**config.mk**
```make
export PLATFORM = sky130hd
export DESIGN_NAME = response_deframer_crc_check_unit
export DESIGN_NICKNAME = d
export VERILOG_FILES = /design/src/rtl/core/rdc_pkg.sv /design/src/rtl/core/rdc_fifo.sv /design/src/rtl/core/rdc_front.sv /design/src/rtl/core/rdc_back.sv /design/src/rtl/core/response_deframer_crc_check_unit.sv
export SDC_FILE = /design/constraint.sdc
export NUM_CORES = 1
export LEC_CHECK = 0
export BUFFER_PORTS_ARGS = -buffer_cell sky130_fd_sc_hd__buf_2
export CORE_ASPECT_RATIO = 0.75
export CORE_MARGIN = 1.5
export CORE_UTILIZATION = 57
export DETAILED_ROUTE_END_ITERATION = 10
export PLACE_DENSITY = 0.75
export SLEW_MARGIN = 0
export SYNTH_ARGS = -nofsm -noshare
export SYNTH_HDL_FRONTEND = slang
export SYNTH_SLANG_ARGS = --single-unit
```
**constraint.sdc**
```tcl
create_clock -name clk_i -period 8.2 [get_ports clk_i]
set_input_delay 2.05 -clock clk_i [delete_from_list [all_inputs] [get_ports clk_i]]
set_output_delay 2.05 -clock clk_i [all_outputs]
set_load 0.1 [all_outputs]
```
**src/rtl/core/rdc_pkg.sv**
```systemverilog
`default_nettype none
// ----------------------------------------------------------------------------
// rdc_pkg
// Shared types and constants of the response deframer and crc check unit.
// ----------------------------------------------------------------------------
package rdc_pkg;

  // input actions
  typedef enum logic [1:0] {
    ACT_BYTE   = 2'd0,
    ACT_ARM    = 2'd1,
    ACT_CANCEL = 2'd2,
    ACT_CLOSE  = 2'd3
  } action_e;

  // result status codes
  typedef enum logic [1:0] {
    ST_NONE     = 2'd0,
    ST_SUCCESS  = 2'd1,
    ST_MISMATCH = 2'd2,
    ST_IGNORED  = 2'd3
  } status_e;

  // work handed from the front end to the back end
  typedef enum logic [2:0] {
    JOB_NONE,
    JOB_FRAME,
    JOB_ARM,
    JOB_CANCEL,
    JOB_CLOSE
  } job_kind_e;

  typedef struct packed {
    job_kind_e   kind;
    logic [31:0] id;      // frame id, or request id for an arm
    logic [31:0] value;
    logic        crc_ok;
    logic        boot;
  } job_t;

  typedef struct packed {
    status_e     status;
    logic [31:0] value;
    logic        boot;
  } result_t;

  // framing bytes and frame header
  localparam logic [7:0]  StartByte   = 8'h2B;
  localparam logic [7:0]  EscapeByte  = 8'h2D;
  localparam logic [7:0]  RespCommand = 8'd5;
  localparam logic [7:0]  RespLength  = 8'd8;
  localparam logic [31:0] MagicWord   = 32'h50F7_05AB;

  // crc-16/ccitt-false
  localparam logic [15:0] CrcPoly = 16'h1021;
  localparam logic [15:0] CrcInit = 16'hFFFF;

  // byte positions inside a frame
  localparam logic [3:0] IdxCmd      = 4'd0;
  localparam logic [3:0] IdxLen      = 4'd1;
  localparam logic [3:0] IdxIdFirst  = 4'd2;
  localparam logic [3:0] IdxIdLast   = 4'd5;
  localparam logic [3:0] IdxValFirst = 4'd6;
  localparam logic [3:0] IdxValLast  = 4'd9;
  localparam logic [3:0] IdxCrcHi    = 4'd10;
  localparam logic [3:0] IdxCrcLo    = 4'd11;

endpackage
`default_nettype wire

```
**src/rtl/core/rdc_fifo.sv**
```systemverilog
`default_nettype none
// ----------------------------------------------------------------------------
// rdc_fifo
// Small register queue with push/full and pop/empty, head shown while not empty.
// ----------------------------------------------------------------------------
module rdc_fifo #(
  parameter int Width = 8,
  parameter int Depth = 2
) (
  input  logic             clk_i,
  input  logic             rst_ni,
  input  logic             push_i,
  input  logic [Width-1:0] wdata_i,
  output logic             full_o,
  input  logic             pop_i,
  output logic [Width-1:0] rdata_o,
  output logic             empty_o
);

  localparam int AddrW = (Depth > 1) ? $clog2(Depth) : 1;
  localparam int CntW  = $clog2(Depth + 1);

  logic [Width-1:0] mem_q [Depth];
  logic [AddrW-1:0] wr_ptr_q, wr_ptr_d;
  logic [AddrW-1:0] rd_ptr_q, rd_ptr_d;
  logic [CntW-1:0]  cnt_q, cnt_d;
  logic             do_push, do_pop;

  assign full_o  = (cnt_q == CntW'(Depth));
  assign empty_o = (cnt_q == '0);
  assign do_push = push_i && !full_o;
  assign do_pop  = pop_i && !empty_o;
  assign rdata_o = mem_q[rd_ptr_q];

  // pointer and fill count update
  always_comb begin
    wr_ptr_d = wr_ptr_q;
    rd_ptr_d = rd_ptr_q;
    cnt_d    = cnt_q;
    if (do_push) begin
      wr_ptr_d = (wr_ptr_q == AddrW'(Depth - 1)) ? '0 : AddrW'(wr_ptr_q + 1'b1);
    end
    if (do_pop) begin
      rd_ptr_d = (rd_ptr_q == AddrW'(Depth - 1)) ? '0 : AddrW'(rd_ptr_q + 1'b1);
    end
    if (do_push && !do_pop) begin
      cnt_d = CntW'(cnt_q + 1'b1);
    end else if (do_pop && !do_push) begin
      cnt_d = CntW'(cnt_q - 1'b1);
    end
  end

  always_ff @(posedge clk_i or negedge rst_ni) begin
    if (!rst_ni) begin
      wr_ptr_q <= '0;
      rd_ptr_q <= '0;
      cnt_q    <= '0;
    end else begin
      wr_ptr_q <= wr_ptr_d;
      rd_ptr_q <= rd_ptr_d;
      cnt_q    <= cnt_d;
    end
  end

  // storage
  always_ff @(posedge clk_i) begin
    if (do_push) begin
      mem_q[wr_ptr_q] <= wdata_i;
    end
  end

endmodule
`default_nettype wire

```
**src/rtl/core/rdc_front.sv**
```systemverilog
`default_nettype none
// ----------------------------------------------------------------------------
// rdc_front
// Deframer front end: start hunt, escape handling, header check, running crc,
// id/value capture and magic word window. Emits one job per accepted item.
// ----------------------------------------------------------------------------
module rdc_front (
  input  logic               clk_i,
  input  logic               rst_ni,
  input  logic               push_i,
  input  logic [1:0]         action_i,
  input  logic [7:0]         data_byte_i,
  input  logic [31:0]        request_id_i,
  input  logic               job_full_i,
  output logic               job_push_o,
  output rdc_pkg::job_t      job_o
);

  import rdc_pkg::*;

  logic        hunt_q, hunt_d;
  logic [7:0]  prev_q, prev_d;
  logic [31:0] win_q, win_d;
  logic [3:0]  cnt_q, cnt_d;
  logic [15:0] crc_q, crc_d;
  logic [7:0]  crc_hi_q, crc_hi_d;
  logic [31:0] id_q, id_d;
  logic [31:0] val_q, val_d;
  logic        accept, esc, store;
  logic [15:0] crc_seed, crc_next;

  // byte-wise crc-16 update, msb first
  function automatic logic [15:0] crc_update(input logic [15:0] crc_in,
                                             input logic [7:0]  b);
    logic [15:0] c;
    c = crc_in;
    for (int k = 7; k >= 0; k--) begin
      if (b[k] ^ c[15]) begin
        c = {c[14:0], 1'b0} ^ CrcPoly;
      end else begin
        c = {c[14:0], 1'b0};
      end
    end
    return c;
  endfunction

  assign accept   = push_i && !job_full_i;
  assign esc      = (prev_q == EscapeByte);
  assign crc_seed = (cnt_q == IdxCmd) ? CrcInit : crc_q;
  assign crc_next = crc_update(crc_seed, data_byte_i);

  // classify the item and advance the deframer
  always_comb begin
    hunt_d     = hunt_q;
    prev_d     = prev_q;
    win_d      = win_q;
    cnt_d      = cnt_q;
    crc_d      = crc_q;
    crc_hi_d   = crc_hi_q;
    id_d       = id_q;
    val_d      = val_q;
    store      = 1'b0;
    job_push_o = 1'b0;
    job_o      = '0;
    job_o.kind = JOB_NONE;
    if (accept) begin
      job_push_o = 1'b1;
      job_o.boot = (win_q == MagicWord);
      case (action_e'(action_i))
        ACT_BYTE: begin
          win_d  = {win_q[23:0], data_byte_i};
          prev_d = data_byte_i;
          if (hunt_q) begin
            if (data_byte_i == StartByte && !esc) begin
              hunt_d = 1'b0;
            end
          end else if (data_byte_i == StartByte) begin
            if (esc) begin
              store = 1'b1;
            end else begin
              cnt_d = '0;
            end
          end else if (data_byte_i == EscapeByte) begin
            store = esc;
          end else begin
            store = 1'b1;
          end
          // place the stored byte by its frame position
          if (store) begin
            cnt_d = 4'(cnt_q + 4'd1);
            if (cnt_q == IdxCmd) begin
              crc_d = crc_next;
              if (data_byte_i != RespCommand) begin
                hunt_d = 1'b1;
                cnt_d  = '0;
              end
            end else if (cnt_q == IdxLen) begin
              crc_d = crc_next;
              if (data_byte_i != RespLength) begin
                hunt_d = 1'b1;
                cnt_d  = '0;
              end
            end else if (cnt_q inside {[IdxIdFirst:IdxIdLast]}) begin
              crc_d = crc_next;
              id_d  = {id_q[23:0], data_byte_i};
            end else if (cnt_q inside {[IdxValFirst:IdxValLast]}) begin
              crc_d = crc_next;
              val_d = {val_q[23:0], data_byte_i};
            end else if (cnt_q == IdxCrcHi) begin
              crc_hi_d = data_byte_i;
            end else begin
              // last crc byte closes the frame
              hunt_d       = 1'b1;
              cnt_d        = '0;
              job_o.kind   = JOB_FRAME;
              job_o.id     = id_q;
              job_o.value  = val_q;
              job_o.crc_ok = (crc_q == {crc_hi_q, data_byte_i});
            end
          end
          job_o.boot = (win_d == MagicWord);
        end
        ACT_ARM: begin
          job_o.kind = JOB_ARM;
          job_o.id   = request_id_i;
        end
        ACT_CANCEL: begin
          job_o.kind = JOB_CANCEL;
        end
        ACT_CLOSE: begin
          job_o.kind = JOB_CLOSE;
          job_o.boot = 1'b0;
          prev_d     = '0;
          win_d      = '0;
          hunt_d     = 1'b1;
          cnt_d      = '0;
        end
        default: begin
          job_o.kind = JOB_NONE;
        end
      endcase
    end
  end

  // deframer control state
  always_ff @(posedge clk_i or negedge rst_ni) begin
    if (!rst_ni) begin
      hunt_q <= 1'b1;
      prev_q <= '0;
      win_q  <= '0;
      cnt_q  <= '0;
    end else begin
      hunt_q <= hunt_d;
      prev_q <= prev_d;
      win_q  <= win_d;
      cnt_q  <= cnt_d;
    end
  end

  // frame payload
  always_ff @(posedge clk_i) begin
    crc_q    <= crc_d;
    crc_hi_q <= crc_hi_d;
    id_q     <= id_d;
    val_q    <= val_d;
  end

endmodule
`default_nettype wire

```
**src/rtl/core/rdc_back.sv**
```systemverilog
`default_nettype none
// ----------------------------------------------------------------------------
// rdc_back
// Request tracking back end: holds the armed id, matches complete frames and
// turns each job into one result item.
// ----------------------------------------------------------------------------
module rdc_back (
  input  logic             clk_i,
  input  logic             rst_ni,
  input  logic             job_valid_i,
  input  rdc_pkg::job_t    job_i,
  output logic             job_pop_o,
  input  logic             res_full_i,
  output logic             res_push_o,
  output rdc_pkg::result_t res_o
);

  import rdc_pkg::*;

  logic        armed_q, armed_d;
  logic [31:0] armed_id_q, armed_id_d;

  assign job_pop_o  = job_valid_i && !res_full_i;
  assign res_push_o = job_pop_o;

  // resolve one job
  always_comb begin
    armed_d      = armed_q;
    armed_id_d   = armed_id_q;
    res_o.status = ST_NONE;
    res_o.value  = '0;
    res_o.boot   = job_i.boot;
    if (job_pop_o) begin
      case (job_i.kind)
        JOB_FRAME: begin
          if (!armed_q || armed_id_q != job_i.id) begin
            res_o.status = ST_IGNORED;
          end else begin
            armed_d = 1'b0;
            if (job_i.crc_ok) begin
              res_o.status = ST_SUCCESS;
              res_o.value  = job_i.value;
            end else begin
              res_o.status = ST_MISMATCH;
            end
          end
        end
        JOB_ARM: begin
          armed_d    = 1'b1;
          armed_id_d = job_i.id;
        end
        JOB_CANCEL: begin
          armed_d = 1'b0;
        end
        JOB_CLOSE: begin
          armed_d    = 1'b0;
          armed_id_d = '0;
        end
        default: begin
          armed_d = armed_q;
        end
      endcase
    end
  end

  always_ff @(posedge clk_i or negedge rst_ni) begin
    if (!rst_ni) begin
      armed_q    <= 1'b0;
      armed_id_q <= '0;
    end else begin
      armed_q    <= armed_d;
      armed_id_q <= armed_id_d;
    end
  end

endmodule
`default_nettype wire

```
**src/rtl/core/response_deframer_crc_check_unit.sv**
```systemverilog
`default_nettype none
// ----------------------------------------------------------------------------
// response_deframer_crc_check_unit
// Escaped-frame response deframer with crc-16/ccitt-false check.
// ----------------------------------------------------------------------------
// Every accepted item gives exactly one result item. One item is taken per
// clock cycle while the job queue has room; a result passes the job queue and
// the back end into the output queue, where it can be taken. The front end
// updates the crc by one whole byte per cycle and the back end resolves one
// job per cycle, each while its next queue has room; a JobDepth-entry queue
// between them and a ResDepth-entry output queue let either side stall while
// the other keeps going. Reset leaves both queues empty and nothing armed.
module response_deframer_crc_check_unit #(
  parameter int JobDepth = 2,
  parameter int ResDepth = 2
) (
  input  logic        clk_i,
  input  logic        rst_ni,
  input  logic        push,
  output logic        full,
  input  logic [1:0]  action_i,
  input  logic [7:0]  data_byte_i,
  input  logic [31:0] request_id_i,
  output logic        empty,
  input  logic        pop,
  output logic [1:0]  status_o,
  output logic [31:0] value_bits_o,
  output logic        bootloader_seen_o
);

  import rdc_pkg::*;

  job_t    job_in, job_out;
  result_t res_in, res_out;
  logic    job_push, job_full, job_empty, job_pop;
  logic    res_push, res_full;

  // front end: deframing and classification
  rdc_front u_front (
    .clk_i       (clk_i),
    .rst_ni      (rst_ni),
    .push_i      (push),
    .action_i    (action_i),
    .data_byte_i (data_byte_i),
    .request_id_i(request_id_i),
    .job_full_i  (job_full),
    .job_push_o  (job_push),
    .job_o       (job_in)
  );

  assign full = job_full;

  // queue between front and back
  rdc_fifo #(
    .Width($bits(job_t)),
    .Depth(JobDepth)
  ) u_job_fifo (
    .clk_i  (clk_i),
    .rst_ni (rst_ni),
    .push_i (job_push),
    .wdata_i(job_in),
    .full_o (job_full),
    .pop_i  (job_pop),
    .rdata_o(job_out),
    .empty_o(job_empty)
  );

  // back end: request matching
  rdc_back u_back (
    .clk_i      (clk_i),
    .rst_ni     (rst_ni),
    .job_valid_i(!job_empty),
    .job_i      (job_out),
    .job_pop_o  (job_pop),
    .res_full_i (res_full),
    .res_push_o (res_push),
    .res_o      (res_in)
  );

  // output queue
  rdc_fifo #(
    .Width($bits(result_t)),
    .Depth(ResDepth)
  ) u_res_fifo (
    .clk_i  (clk_i),
    .rst_ni (rst_ni),
    .push_i (res_push),
    .wdata_i(res_in),
    .full_o (res_full),
    .pop_i  (pop),
    .rdata_o(res_out),
    .empty_o(empty)
  );

  assign status_o          = res_out.status;
  assign value_bits_o      = res_out.value;
  assign bootloader_seen_o = res_out.boot;

endmodule
`default_nettype wire

```
* Word level (Yosys, flattened, before mapping)
Memories as Yosys holds them, arrays and structs flattened. Cells that the tools add are included.
Storage, ports and cells: bits in registers 174, bits in latches 0, memory bits (writable) 208, bits in read-only memories 0, output and inout port bits 37, memories kept 2
Operators by class: add/sub/neg operators 9, multipliers 0, divide/modulo/power cells 0, $lt $le $gt $ge 4, eq/ne operators 24, shift-type cells 0, muxes and demuxes 77, bitwise operators 20, reduce and logical (&&, ||, !) cells 43
Memory list:
- u_job_fifo.mem_q | words 2, width 69, rd ports 1, clocked after memory_dff 0, write ports 1, line rdc_fifo.sv:23 | logic [Width-1:0] mem_q [Depth];
- u_res_fifo.mem_q | words 2, width 35, rd ports 1, clocked after memory_dff 0, write ports 1, line rdc_fifo.sv:23
Operator list (count):
- 68-bit 2-to-1 mux | 5
- 32-bit case mux with 2 select lines | 3
- 13-bit 2-to-1 mux | 8
- 16-bit 2-to-1 mux | 5
- 69-bit 2-to-1 mux | 1
- 34-bit 2-to-1 mux | 2
- 66-bit 2-to-1 mux | 1
- 32-bit by 31-bit equality test with 1-bit output (second input constant) | 2
- 32-bit 2-to-1 mux | 2
- 4-bit 2-to-1 mux | 11
- 33-bit 2-to-1 mux | 1
- 32-bit inequality test | 1
- 1-bit 2-to-1 mux | 26
- 8-bit by 6-bit equality test with 1-bit output (second input constant) | 3
- 3-bit inverter | 8
- 16-bit equality test | 1
- 8-bit case mux with 2 select lines | 1
- 1-bit logical AND | 13
- 2-bit 2-to-1 mux | 6
- 3-bit case mux with 4 select lines | 1
- 1-bit zero test | 10
- 2-bit equality test (second input constant) | 4
- 8-bit by 3-bit inequality test with 1-bit output (second input constant) | 1
- 8-bit by 4-bit inequality test with 1-bit output (second input constant) | 1
- 36 further kinds | 60

* Logic depth before layout (Yosys ltp)
depth in word-level cells 22, gate-level depth with buffers 11, depth with buffers taken out 8

* Hierarchy
A second synthesis with hierarchy kept.
Second synthesis, totals: cell total of the unflattened synthesis 1146, area, all modules 16708.5 µm²
Modules (own cells, without submodules):
- rdc_front | instances 1, cells an instance 511, area each 6085.8 µm², sequential area each 3569.7 µm²
- rdc_fifo at u_job_fifo | instances 1, cells an instance 234, area each 5527.8 µm², sequential area each 4244.1 µm²
- rdc_fifo at u_res_fifo | instances 1, cells an instance 128, area each 2872.8 µm², sequential area each 2202.1 µm²
- rdc_back | instances 1, cells an instance 272, area each 2218.4 µm², sequential area each 825.8 µm²
- response_deframer_crc_check_unit | instances 1, cells an instance 1, area each 3.8 µm², sequential area each 0.0 µm²

* Least setup slack after synthesis
OpenSTA, ideal clock, no wires.
path type input -> register, from input port data_byte_i[5], to register u_front.id_q[0], enable pin, library setup time 0.461 ns, arrival time 5.200 ns, required time 7.739 ns, path slack 2.539 ns, stages 6, path buffers 1, cells stage by stage clkbuf_1 -> nand3_1 -> a41oi_1 -> a31oi_1 -> nand3_1 -> nor3_1
On the way: cells in the longest elaborated chain, start to end 7, elaborated cells between the ends (all ways) 8, those cells by class eq/ne: 2; mux: 5; reduce/logical: 1
RTL lines:
- from (decl) | line response_deframer_crc_check_unit.sv:22 | input logic [7:0] data_byte_i,
- 8-bit by 6-bit equality test with 1-bit output | line rdc_front.sv:83 | end else if (data_byte_i == EscapeByte) begin
- 1-bit 2-to-1 mux | line rdc_front.sv:83
- 1-bit 2-to-1 mux * | line rdc_front.sv:77 | end else if (data_byte_i == StartByte) begin
- 1-bit 2-to-1 mux * | line rdc_front.sv:73 | if (hunt_q) begin
- 1-bit 2-to-1 mux * | line rdc_front.sv:69 | case (action_e'(action_i))
- 1-bit 2-to-1 mux * | line rdc_front.sv:66 | if (accept) begin
- 6-bit AND reduction (no line) *
- to (signal assigned) | line rdc_front.sv:164 | id_q <= id_d;
- to (decl) | line rdc_front.sv:27 | logic [31:0] id_q, id_d;
Every way passes the cells marked *; elsewhere a longest branch is shown, timed or not. The select of a mux whose other input is x is not followed. A chain may end at the register's enable or synchronous reset.

* Final worst setup path
from register u_res_fifo.rd_ptr_q, to output port value_bits_o[2]
On the way: cells in the longest elaborated chain, start to end 1
RTL lines:
- from (decl) | line rdc_fifo.sv:25 | logic [AddrW-1:0] rd_ptr_q, rd_ptr_d;
- from (signal assigned) | line rdc_fifo.sv:60 | rd_ptr_q <= rd_ptr_d;
- memory read 2 x 35 bit
- to (decl) | line response_deframer_crc_check_unit.sv:27 | output logic [31:0] value_bits_o,
No other way between the ends.

==> results.sh <==
export IMPL_syn_area_mm2=0.0155
export IMPL_numCtsBuffers=36
export IMPL_async_flop_share=0.209
export IMPL_clock_latency_ps=520
export IMPL_grt_pass1_wl_um=47100
export IMPL_ys_flop_type="edfxtp_1"
export IMPL_synthCells=1054
export IMPL_numPortBuffers=82
export IMPL_grt_total_usage=0.214
export IMPL_layout_common_cells="edfxtp_1, nand2_1, buf_2"
export IMPL_max_stage_delay_ps=410
export IMPL_yosysWarnings=0
export IMPL_ir_drop_v=0.000252
export IMPL_slew_headroom=0.272
export IMPL_antenna_found_initial=1
export IMPL_drive_above_1_share=0.183
export IMPL_coreArea_mm2=0.0269
export IMPL_period_needed_ps=4030
export IMPL_critPathRequiredTime_ps=6150
export IMPL_viasPerCell=5.76
export IMPL_cts_sinks=374
export IMPL_power_leakage_nw=6.58
export IMPL_violations="design-rule violations"
export IMPL_cts_setup_buffers=0
export IMPL_fin_setup_tns_ps=0
export IMPL_synth_largest_area_cell="edfxtp_1"
export IMPL_synth_distinct_cells=56
export IMPL_worst_hold_path_type="register to register"
export IMPL_worstSetupPathType="register to output pin"
export IMPL_ys_seq_elements=374
export IMPL_die_x_um=193
export IMPL_ant_nets=0
export IMPL_grt_max_degree=70
export IMPL_postCtsHoldBufs=0
export IMPL_die_h_um=146
export IMPL_synth_top_area_frac=0.573
export IMPL_htreeDepth=2
export IMPL_detail_route_wirelength_um=29600
export IMPL_stdcell_count=1513
export IMPL_dr_pass1_iters=8
export IMPL_fin_area_mm2=0.0174
export IMPL_place_area_mm2=0.0162
export IMPL_worstSetupEndpointType="output pin"
export IMPL_period_share=0.492
export IMPL_powerDensity_mw_per_mm2=393
export IMPL_path_max_fanout=36
export IMPL_ys_seq_area_frac=0.699
export IMPL_tritoncts="yes"
export IMPL_rsz0062_at_grt="false"
export IMPL_syn_nets=1112
export IMPL_dieArea_mm2=0.0282
export IMPL_fin_skew_ps=21.7
export IMPL_path_clk_slew_ps=60
export IMPL_setup_viol=0
export IMPL_num_vias=8717
export IMPL_synthTopCellsByArea="edfxtp_1, dfrtp_1, mux2i_1"
export IMPL_final_max_slew_viol_count=0
export IMPL_drv_cap=0
export IMPL_clk_path_buf_depth=3
export IMPL_routabilityCongestion=0.847
export IMPL_synth_edf_count=296
export IMPL_max_freq_mhz=248
export IMPL_area_growth_pct=12.3
export IMPL_placedCellCount=1447
export IMPL_dp_final_hpwl_um=18400
export IMPL_status="finished, violations left"
export IMPL_final_common_cell="edfxtp_1"
export IMPL_ctsResizeCount=0
export IMPL_worst_path_max_delay_cell="buf_4"
export IMPL_fin_nets=1192
export IMPL_io_pin_count=83
export IMPL_start_kind="register"
export IMPL_drtIter0Drc=698
export IMPL_num_rows=52
export IMPL_grt_overflow=0
export IMPL_avgSynthCellArea_um2=14.7
export IMPL_cts_root_buffer="clkbuf_16"
export IMPL_crit_chain="buf_4, mux2_2, buf_2"
export IMPL_drc=12
export IMPL_worst_pin_slew_ps=1090
export IMPL_initial_core_util=0.577
export IMPL_finalHoldViolCount=0
export IMPL_cp_arrival_ps=1980
export IMPL_wl_per_cell_um=19.6
export IMPL_grt_pass1_vias=8604
==> worst paths after layout <==
check | start | end | depth (start not counted) | slack, ps
min in group asynchronous | rst_ni | u_front.cnt_q[2] | 1 | 1490
hold / removal | u_front.val_q[2] | u_front.val_q[10] | 0 | 430
setup reg to reg | u_job_fifo.rd_ptr_q | u_res_fifo.mem_q[0][11] | 7 | 4260
max in group asynchronous | rst_ni | u_back.armed_id_q[14] | 2 | 5700
hold reg to reg | u_front.val_q[2] | u_front.val_q[10] | 0 | 430
setup / recovery | u_res_fifo.rd_ptr_q | value_bits_o[2] | 3 | 4170
==> metal layers <==
metal | vias up | global-route usage | part of all wire
li1 | 4059 | - | -
met1 | 4330 | 0.309 | 0.45
met2 | 285 | 0.341 | 0.47
met3 | 43 | 0.0343 | 0.062
met4 | 0 | 0.0602 | 0.021
met5 | - | 0 | 0
==> through the flow <==
stage          hold WS (ps)  total power, W   util  setup WS (ps)
2_1_floorplan           417         0.00480      -           2540
3_3_place_gp            427         0.00521  0.605           3880
3_5_place_dp            426         0.00527  0.605           3760
4_1_cts                 422         0.00689  0.648           4150
5_1_grt                 440         0.00715  0.648           4070
6_report                430         0.00684  0.648           4170
==> sequential cells by signal, summed over array words and instances (netlist names), 2 cells and up <==
name,flops
u_job_fifo.mem_q,138
u_res_fifo.mem_q,70
u_back.armed_id_q,32
u_front.id_q,32
u_front.val_q,32
u_front.win_q,32
u_front.crc_q,16
u_front.crc_hi_q,8
u_front.cnt_q,4
u_job_fifo.cnt_q,2
u_res_fifo.cnt_q,2
==> cell type report <==
cell class | instances | area, µm²
flip-flops and latches | 374 | 10800
clock inverters | 16 | 183
inverters | 11 | 41.3
repair buffers | 99 | 541
clock buffers | 49 | 980
fillers | 1908 | 9460
diodes | 1 | 2.50
well taps | 351 | 439
multi-input cells | 612 | 4380
==> cells in the mapped netlist (all sizes together) (2+ instances only) <==
cell	instances
edfxtp	296
nand2	104
dfrtp	77
nor2	71
mux2i	68
xnor2	65
clkbuf	42
mux2	37
and2	34
o31ai	34
a22o	32
nand3b	30
xor2	17
buf	15
ha	12
nor4	12
a21oi	11
inv	11
nand4	9
nor3	9
nand3	7
o21ai	7
nand2b	6
a31oi	5
and3	5
o22ai	4
nor2b	3
nor3b	3
nor4b	3
or4	3
a221oi	2
a41oi	2
o2111ai	2
==> kinds of logic after synthesis <==
logic type,after synthesis,synth area share
adder cells (fa/ha/maj),12,0.00969
multiplexers,105,0.0710
XOR/XNOR,82,0.0463
flip-flops,374,0.699
AO/OA/AOI/OAI,107,0.0518
buffers and inverters,68,0.0209
AND/OR/NAND/NOR,306,0.101
==> critical path: cells and delay by family (launching register included) <==
kind                   cells  cell delay [ps]
buffers and inverters      2              700
muxes                      1              410
DFF                        1              320
==> where the power goes <==
part	total (W)	leakage [nW]	switching [W]	internal, W
Sequential	0.00288	3.80	0.000260	0.00262
Combinational	0.00235	2.21	0.00174	0.000613
Clock	0.00161	0.567	0.000672	0.000939
Total	0.00684	6.58	0.00267	0.00417
Note: power is estimated with default switching activity, not from simulation.
